===== src/design/cssc_pkg.sv =====
// ----------------------------------------------------------------------------
// cssc_pkg: shared definitions for the C source scanner with checksum
// Character codes, include-match step codes and the per-byte scan result.
// ----------------------------------------------------------------------------
package cssc_pkg;

    localparam int LINE_MAX_DEF = 256;

    localparam logic [7:0] CH_SLASH     = 8'h2F;
    localparam logic [7:0] CH_STAR      = 8'h2A;
    localparam logic [7:0] CH_DQUOTE    = 8'h22;
    localparam logic [7:0] CH_SQUOTE    = 8'h27;
    localparam logic [7:0] CH_HASH      = 8'h23;
    localparam logic [7:0] CH_LT        = 8'h3C;
    localparam logic [7:0] CH_GT        = 8'h3E;
    localparam logic [7:0] CH_NEWLINE   = 8'h0A;
    localparam logic [7:0] CH_CR        = 8'h0D;
    localparam logic [7:0] CH_TAB       = 8'h09;
    localparam logic [7:0] CH_SPACE     = 8'h20;
    localparam logic [7:0] CH_BACKSLASH = 8'h5C;

    // Include keyword matcher: IDLE, then one step per keyword letter,
    // NAME while the file name is parsed, DEAD when the line cannot match.
    localparam logic [3:0] STEP_IDLE  = 4'd0;
    localparam logic [3:0] STEP_FIRST = 4'd1;
    localparam logic [3:0] STEP_LAST  = 4'd7;
    localparam logic [3:0] STEP_NAME  = 4'd8;
    localparam logic [3:0] STEP_DEAD  = 4'd15;

    localparam int DATA_OUT_W = 88;

    typedef struct packed {
        logic       in_comment;
        logic       in_literal;
        logic       in_directive;
        logic       include_found;
        logic [7:0] name_start;
        logic [7:0] name_length;
    } scan_res_t;

    // Letter expected at a given keyword step.
    function automatic logic [7:0] keyword_char(input logic [3:0] step);
        logic [7:0] ch;
        begin
            case (step)
                4'd1:    ch = 8'h69; // i
                4'd2:    ch = 8'h6E; // n
                4'd3:    ch = 8'h63; // c
                4'd4:    ch = 8'h6C; // l
                4'd5:    ch = 8'h75; // u
                4'd6:    ch = 8'h64; // d
                4'd7:    ch = 8'h65; // e
                default: ch = 8'h00;
            endcase
            return ch;
        end
    endfunction

endpackage


===== src/design/cssc_scan.sv =====
// ----------------------------------------------------------------------------
// cssc_scan: lexical state tracker and include-name parser
// Holds the per-line scanner state, classifies each byte and reports the
// include file name position when a newline closes an include line.
// ----------------------------------------------------------------------------
module cssc_scan
    import cssc_pkg::*;
#(
    parameter int LINE_MAX = LINE_MAX_DEF
) (
    input  logic       aclk,
    input  logic       aresetn,
    input  logic       step_en,
    input  logic [7:0] char_byte,
    input  logic       end_of_file,
    output logic [7:0] char_eff,
    output scan_res_t  res
);

    localparam int LP_W = $clog2(LINE_MAX + 1);
    localparam int PW   = (LP_W > 8) ? LP_W : 8;

    logic            blk_reg, ln_reg, str_reg, chr_reg, dir_reg, first_reg;
    logic            blk_next, ln_next, str_next, chr_next, dir_next, first_next;
    logic [7:0]      prev_reg;
    logic [LP_W-1:0] lpos_reg, lpos_next;
    logic [3:0]      step_reg, step_next;
    logic            np_cmt_reg, np_name_reg, np_done_reg;
    logic            np_cmt_next, np_name_next, np_done_next;
    logic [7:0]      first_pos_reg, first_pos_next;
    logic [7:0]      last_pos_reg, last_pos_next;
    logic [7:0]      nprev_reg, nprev_next;

    logic [PW-1:0]   pos_ext;
    logic [7:0]      pos8;
    logic [7:0]      c;
    logic            busy;
    logic            found;

    assign pos_ext  = PW'(lpos_reg);
    assign pos8     = pos_ext[7:0];
    assign c        = (prev_reg == CH_BACKSLASH) ? CH_SPACE : char_byte;
    assign char_eff = c;
    assign busy     = blk_reg | ln_reg | str_reg | chr_reg;

    always_comb begin
        blk_next       = blk_reg;
        ln_next        = ln_reg;
        str_next       = str_reg;
        chr_next       = chr_reg;
        dir_next       = dir_reg;
        first_next     = first_reg;
        lpos_next      = lpos_reg;
        step_next      = step_reg;
        np_cmt_next    = np_cmt_reg;
        np_name_next   = np_name_reg;
        np_done_next   = np_done_reg;
        first_pos_next = first_pos_reg;
        last_pos_next  = last_pos_reg;
        nprev_next     = nprev_reg;
        found          = 1'b0;

        // A line longer than the limit freezes its position and kills the match.
        if (lpos_reg >= LP_W'(LINE_MAX)) begin
            step_next = STEP_DEAD;
        end else begin
            lpos_next = lpos_reg + 1'b1;
        end

        if (step_next >= STEP_FIRST && step_next <= STEP_LAST) begin
            if (c == keyword_char(step_next)) begin
                step_next = step_next + 1'b1;
            end else begin
                step_next = STEP_DEAD;
            end
        end else if (step_next == STEP_NAME && !np_done_reg) begin
            case (c)
                CH_SLASH: begin
                    if (np_cmt_reg && nprev_reg == CH_STAR) np_cmt_next = 1'b0;
                end
                CH_STAR: begin
                    if (!np_cmt_reg && nprev_reg == CH_SLASH) np_cmt_next = 1'b1;
                end
                CH_LT: begin
                    if (!np_cmt_reg) begin
                        np_name_next   = 1'b1;
                        first_pos_next = pos8 + 8'd1;
                    end
                end
                CH_GT: begin
                    if (np_name_reg) begin
                        np_done_next  = 1'b1;
                        last_pos_next = pos8 - 8'd1;
                    end
                end
                CH_DQUOTE: begin
                    if (!np_cmt_reg) begin
                        if (!np_name_reg) begin
                            np_name_next   = 1'b1;
                            first_pos_next = pos8 + 8'd1;
                        end else begin
                            np_done_next  = 1'b1;
                            last_pos_next = pos8 - 8'd1;
                        end
                    end
                end
                default: ;
            endcase
            nprev_next = c;
        end

        case (c)
            CH_SLASH: begin
                if (blk_reg && prev_reg == CH_STAR) begin
                    blk_next = 1'b0;
                end else if (!busy && prev_reg == CH_SLASH) begin
                    ln_next = 1'b1;
                end
            end
            CH_DQUOTE: begin
                if (!busy) str_next = 1'b1;
                else if (str_reg) str_next = 1'b0;
            end
            CH_STAR: begin
                if (!busy && prev_reg == CH_SLASH) blk_next = 1'b1;
            end
            CH_SQUOTE: begin
                if (!busy) chr_next = 1'b1;
                else if (chr_reg) chr_next = 1'b0;
            end
            CH_HASH: begin
                if (first_reg) begin
                    dir_next = 1'b1;
                    if (step_next == STEP_IDLE) step_next = STEP_FIRST;
                end
            end
            CH_NEWLINE: begin
                ln_next    = 1'b0;
                first_next = 1'b1;
                if (dir_reg) begin
                    dir_next = 1'b0;
                    found    = (step_next == STEP_NAME) && np_done_next;
                end
            end
            default: ;
        endcase

        if (c != CH_SPACE && c != CH_TAB && c != CH_CR && c != CH_NEWLINE) begin
            first_next = 1'b0;
        end

        res.in_comment    = blk_next | ln_next;
        res.in_literal    = str_next | chr_next;
        res.in_directive  = dir_next;
        res.include_found = found;
        res.name_start    = found ? first_pos_next : 8'd0;
        res.name_length   = found ? (last_pos_next + 8'd1 - first_pos_next) : 8'd0;

        if (c == CH_NEWLINE) begin
            lpos_next      = '0;
            step_next      = STEP_IDLE;
            np_cmt_next    = 1'b0;
            np_name_next   = 1'b0;
            np_done_next   = 1'b0;
            first_pos_next = 8'd0;
            last_pos_next  = 8'd0;
            nprev_next     = CH_SPACE;
        end
    end

    // The last byte of a file returns everything to the reset state.
    always_ff @(posedge aclk) begin
        if (!aresetn || (step_en && end_of_file)) begin
            blk_reg       <= 1'b0;
            ln_reg        <= 1'b0;
            str_reg       <= 1'b0;
            chr_reg       <= 1'b0;
            dir_reg       <= 1'b0;
            first_reg     <= 1'b1;
            prev_reg      <= CH_SPACE;
            lpos_reg      <= '0;
            step_reg      <= STEP_IDLE;
            np_cmt_reg    <= 1'b0;
            np_name_reg   <= 1'b0;
            np_done_reg   <= 1'b0;
            first_pos_reg <= 8'd0;
            last_pos_reg  <= 8'd0;
            nprev_reg     <= CH_SPACE;
        end else if (step_en) begin
            blk_reg       <= blk_next;
            ln_reg        <= ln_next;
            str_reg       <= str_next;
            chr_reg       <= chr_next;
            dir_reg       <= dir_next;
            first_reg     <= first_next;
            prev_reg      <= c;
            lpos_reg      <= lpos_next;
            step_reg      <= step_next;
            np_cmt_reg    <= np_cmt_next;
            np_name_reg   <= np_name_next;
            np_done_reg   <= np_done_next;
            first_pos_reg <= first_pos_next;
            last_pos_reg  <= last_pos_next;
            nprev_reg     <= nprev_next;
        end
    end

endmodule


===== src/design/c_source_scanner_checksum.sv =====
// ----------------------------------------------------------------------------
// c_source_scanner_checksum: C source byte scanner with file checksum
//
//   channel  | direction | tdata                                | tlast
//   ---------+-----------+--------------------------------------+---------------
//   s_       | in        | char_byte                            | end_of_file
//   m_       | out       | flags, name_start, name_length, sum  | checksum_valid
//
// One byte per clock while the output is not stalled; each accepted byte yields one result in the next cycle.
// The scanner state and checksum update in the same cycle the byte is taken,
// and the result is held in a single output register.
// A new byte is taken whenever the output register is empty or being drained.
// aresetn is synchronous and active low; the last byte of a file also returns
// all scanner and checksum state to reset.
// ----------------------------------------------------------------------------
module c_source_scanner_checksum
    import cssc_pkg::*;
#(
    parameter int LINE_MAX = LINE_MAX_DEF
) (
    input  logic                  aclk,
    input  logic                  aresetn,
    input  logic                  s_tvalid,
    output logic                  s_tready,
    input  logic [7:0]            s_tdata,  // [7:0] char_byte
    input  logic                  s_tlast,  // end_of_file
    output logic                  m_tvalid,
    input  logic                  m_tready,
    // [0] in_comment, [1] in_literal, [2] in_directive, [3] include_found,
    // [11:4] name_start, [19:12] name_length, [83:20] file_checksum, rest zero
    output logic [DATA_OUT_W-1:0] m_tdata,
    output logic                  m_tlast   // checksum_valid
);

    logic                  accept;
    logic [7:0]            char_eff;
    scan_res_t             res;

    logic [63:0]           acc_reg, acc_next;
    logic [63:0]           wbuf_reg, wbuf_next;
    logic [2:0]            cnt_reg, cnt_next;
    logic [63:0]           sum;
    logic [63:0]           file_checksum;

    logic                  mvalid_reg;
    logic [DATA_OUT_W-1:0] mdata_reg, mdata_next;
    logic                  mlast_reg;

    assign s_tready = !mvalid_reg || m_tready;
    assign accept   = s_tvalid && s_tready;

    cssc_scan #(
        .LINE_MAX (LINE_MAX)
    ) u_scan (
        .aclk        (aclk),
        .aresetn     (aresetn),
        .step_en     (accept),
        .char_byte   (s_tdata),
        .end_of_file (s_tlast),
        .char_eff    (char_eff),
        .res         (res)
    );

    // A full word folds into the accumulator; at end of file a partly
    // refilled buffer is folded in as it stands.
    assign wbuf_next     = {wbuf_reg[55:0], char_eff};
    assign cnt_next      = cnt_reg + 3'd1;
    assign acc_next      = (cnt_reg == 3'd7) ? (acc_reg ^ wbuf_next) : acc_reg;
    assign sum           = (cnt_next != 3'd0) ? (acc_next ^ wbuf_next) : acc_next;
    assign file_checksum = s_tlast ? sum : 64'd0;

    assign mdata_next = {4'd0, file_checksum, res.name_length, res.name_start,
                         res.include_found, res.in_directive, res.in_literal,
                         res.in_comment};

    always_ff @(posedge aclk) begin
        if (!aresetn || (accept && s_tlast)) begin
            acc_reg  <= 64'd0;
            wbuf_reg <= 64'd0;
            cnt_reg  <= 3'd0;
        end else if (accept) begin
            acc_reg  <= acc_next;
            wbuf_reg <= wbuf_next;
            cnt_reg  <= cnt_next;
        end
    end

    always_ff @(posedge aclk) begin
        if (!aresetn) begin
            mvalid_reg <= 1'b0;
        end else if (accept) begin
            mvalid_reg <= 1'b1;
        end else if (m_tready) begin
            mvalid_reg <= 1'b0;
        end
    end

    always_ff @(posedge aclk) begin
        if (accept) begin
            mdata_reg <= mdata_next;
            mlast_reg <= s_tlast;
        end
    end

    assign m_tvalid = mvalid_reg;
    assign m_tdata  = mdata_reg;
    assign m_tlast  = mlast_reg;

`ifndef SYNTH
    // An include report only comes on the newline that ends the directive.
    assert property (@(posedge aclk) disable iff (!aresetn)
        m_tvalid && m_tdata[3] |-> !m_tdata[2])
        else $error("include reported while still on a directive line");

    // The checksum field is zero except on the last result of a file.
    assert property (@(posedge aclk) disable iff (!aresetn)
        m_tvalid && !m_tlast |-> m_tdata[83:20] == 64'd0)
        else $error("checksum present on a result that is not end of file");

    // Checksum state starts fresh after the last byte of a file.
    assert property (@(posedge aclk) disable iff (!aresetn)
        accept && s_tlast |=> cnt_reg == 3'd0 && acc_reg == 64'd0 && wbuf_reg == 64'd0)
        else $error("checksum state not cleared after end of file");
`endif

endmodule


===== config.mk =====
export PLATFORM = sky130hd
export DESIGN_NAME = c_source_scanner_checksum
export DESIGN_NICKNAME = d
export VERILOG_FILES = /design/src/design/cssc_pkg.sv /design/src/design/cssc_scan.sv /design/src/design/c_source_scanner_checksum.sv
export SDC_FILE = /design/constraint.sdc
export NUM_CORES = 1
export LEC_CHECK = 0
export ABC_AREA = 0
export ABC_CLOCK_PERIOD_IN_PS = 6400
export BUFFER_PORTS_ARGS = -buffer_cell sky130_fd_sc_hd__buf_2
export CELL_PAD_IN_SITES_DETAIL_PLACEMENT = 1
export CELL_PAD_IN_SITES_GLOBAL_PLACEMENT = 2
export CORE_MARGIN = 3
export CORE_UTILIZATION = 37
export DETAILED_ROUTE_END_ITERATION = 6
export MAX_ROUTING_LAYER = met4
export PLACE_DENSITY = 0.89
export SLEW_MARGIN = 20
export SYNTH_ARGS = -nofsm -noshare
export SYNTH_HDL_FRONTEND = slang
export SYNTH_SLANG_ARGS = --single-unit

===== constraint.sdc =====
create_clock -name aclk -period 6.4 [get_ports aclk]
set_input_delay 0.96 -clock aclk [delete_from_list [all_inputs] [get_ports aclk]]
set_output_delay 0.96 -clock aclk [all_outputs]
set_load 0.005 [all_outputs]

==> flow_summary_export.csv <==
group,metric,value,unit
power_and_ir_drop,intPower,2.73,mW
sta,holdWs,458,ps
power_and_ir_drop,swShare,0.232,
sta,worst_pin_slew,940,ps
power_and_ir_drop,ir_drop,0.194,mV
finish,final_layout_size_suffix_gt1_frac,0.138,
power_and_ir_drop,p_per_area,262,nW/um^2
finish,layout_common_cells,"nand2_1 (254), dfxtp_1 (171), nor2_1 (133)",
floorplan,start_util,0.380,
placed_design,portBuffers,99,
finish,num_antenna_cells,0,
clock_network,clock_tree.htree_level_count,1,
global_route,grt.total_usage,0.185,
synth,ys_ff_latch,256,
drt,drtIter0Drc,466,
sta,fmax,201,MHz
sta,fin_skew,18.8,ps
synth,yosysWarnings,0,
setup_path,endpoint_kind,"flop",
run,drv_cap,0,
sta,min_period_over_period,0.776,
drt,via_count,9062,
sta,slew_viol_final,0,
power_and_ir_drop,seq_power_share,0.487,
setup_path,path_max_fanout,17,
synth,ys_types,68,
drt,first_pass_iters,4,
drt,drc,0,
setup_path,start_kind,"flop",
synth,synth_area_per_cell,9.14,um^2
synth,synthArstFlopShare,0,
clock_network,cts-resized-gates,0,
drt,post_drt_wl_per_cell,17.0,um
drt,finalWirelength,30200,um
clock_network,clk_latency,550,ps
global_route,grt.overflow.total,0,
synth,syn_area,11800,um^2
clock_network,path_clk_slew,60,ps
global_route,grt_pass1_wl,50300,um
synth,synth_cells,1293,
placed_design,dp_hpwl,19200,um
sta,setup_viol,0,
clock_network,clk_path_buf_depth,3,
drt,ant_nets,0,
clock_network,post_cts_buffers,0,
clock_network,clock_sinks,256,
sta,period_minus_slack,4970,ps
run_status,status,"finished clean",
worst_hold_path,hp-class,"reg2reg",
synth,synth-edff-count,85,
power_and_ir_drop,combinationalPowerShare,0.049,
synth,ys.flop_type,"dfxtp_1",
floorplan,io_pins,104,
clock_network,root_buffer,"clkbuf_16",
setup_path,required,6800,ps
finish,fin_nets,1389,
sta,finalHoldViolations,0,
floorplan,coreArea,31100,um^2
global_route,grt_max_degree,108,
power_and_ir_drop,p_clk_frac,0.464,
floorplan,std_cell_rows,64,
power_and_ir_drop,p_switching,0.823,mW
finish,final_common_cell,"nand2_1",
power_and_ir_drop,p_total,3.55,mW
setup_path,crit_arrival,5370,ps
floorplan,die_area,34100,um^2
clock_network,numCtsBuffers,30,
power_and_ir_drop,p_leak,4.91,nW
clock_network,cts_tree,"built",
sta,fin_setup_tns,0,ps
global_route,antenna_found_initial,0,
floorplan,fp.dieH,185,um
global_route,grt_pass1_vias,9638,
finish,largest_register_ffs,84,
floorplan,die-width,185,um
setup_path,worstSetupPathType,"reg2reg",
synth,ys_seq_area_frac,0.506,
finish,area_delta_synth_final,14.8,%
sta,grt_setup_unrepaired,"false",
placed_design,gp_congestion,0.824,
sta,relSlewSlack,0.373,
drt,viasPerCell,5.10,
clock_network,hold_buffers,0,
[layer usage]
layer | track usage | wire length [um] | vias to the layer above
met2 | 0.318 | 14600 | 140
met1 | 0.237 | 14200 | 4454
met3 | 0.0239 | 1050 | 27
met4 | 0.0321 | 338 | 0
met5 | - | 0 | -
li1 | - | - | 4441
[worst max-delay path, stage by stage, from the launching register on]
cell	delay (ps)
dfxtp_1	470
or3_4	460
or4_1	530
or4_4	620
nand2_4	180
mux2_2	370
ha_1	300
ha_1	330
nor2b_1	160
o21a_1	200
o21a_1	190
o311ai_0	510
nand3_1	170
a21o_1	190
a21oi_1	130
[synth_stat cells (all sizes together) (3+ instances only)]
master,number,share of area
a211oi,6,0.0042
buf,17,0.0074
o21ai,36,0.015
a21o,9,0.0064
edfxtp,85,0.22
ha,18,0.019
o311ai,3,0.0022
nor2,142,0.047
mux2,7,0.0067
o2111ai,4,0.0030
a21boi,4,0.0025
dfxtp,171,0.29
nor3,16,0.0076
nand3,17,0.0072
a21oi,86,0.036
nor3b,5,0.0032
and2,71,0.038
a31oi,3,0.0016
xnor2,74,0.055
nand4,7,0.0037
o21a,5,0.0032
mux2i,8,0.0068
nand4b,4,0.0030
xor2,72,0.053
or3,6,0.0036
and3,8,0.0042
nor2b,14,0.0074
nor4,7,0.0037
a22oi,18,0.011
clkbuf,64,0.020
inv,17,0.0054
or4b,3,0.0029
nand2,257,0.082
[per-stage QoR]
stage          worst slack (ps)  instances  area (um^2)  utilization
2_1_floorplan              1510       1296        11800            -
3_3_place_gp               1250       1721        12600        0.405
3_5_place_dp               1090       1721        12600        0.405
4_1_cts                    1450       1777        13600        0.437
5_1_grt                    1150       1777        13600        0.437
6_report                   1430       1777        13600        0.437
[layout make-up]
class | count | area [um^2]
tap | 396 | 495
fill | 3598 | 17500
multi-input combinational | 942 | 5490
timing repair buffer | 110 | 578
sequential | 256 | 5980
clock buffer | 43 | 892
clock inverter | 13 | 72.6
inverter | 17 | 68.8
[worst paths after layout]
path                                             from                                   to  slack (ps)  depth (start not counted)
hold / removal    u_scan.last_pos_reg[2]$_SDFFE_PP0P_  u_scan.last_pos_reg[2]$_SDFFE_PP0P_         460                          2
hold reg to reg   u_scan.last_pos_reg[2]$_SDFFE_PP0P_  u_scan.last_pos_reg[2]$_SDFFE_PP0P_         460                          2
setup / recovery      u_scan.step_reg[1]$_SDFFE_PP0P_            m_tdata[19]$_SDFFCE_PN0P_        1430                         14
setup reg to reg      u_scan.step_reg[1]$_SDFFE_PP0P_            m_tdata[19]$_SDFFCE_PN0P_        1430                         14
[power groups by stage]
stage,sequential (mW),clock [mW],combinational [mW]
final,1.73,1.65,0.175
after global routing,1.73,1.77,0.197
after CTS,1.73,1.69,0.180
after detailed placement,1.76,0,0.179
after global placement,1.76,0,0.176
after floorplan,1.77,0,0.103
[logic make-up after synthesis]
logic type | Yosys count | share of synthesized area
fa+ha+maj | 19 | 0.0208
flops | 256 | 0.506
compound gates | 187 | 0.0953
simple gates | 571 | 0.223
buf+inv | 98 | 0.0331
xor+xnor | 146 | 0.108
mux | 15 | 0.0134
other cells | 1 | 0.000317
(Power assumes the default switching activity.)
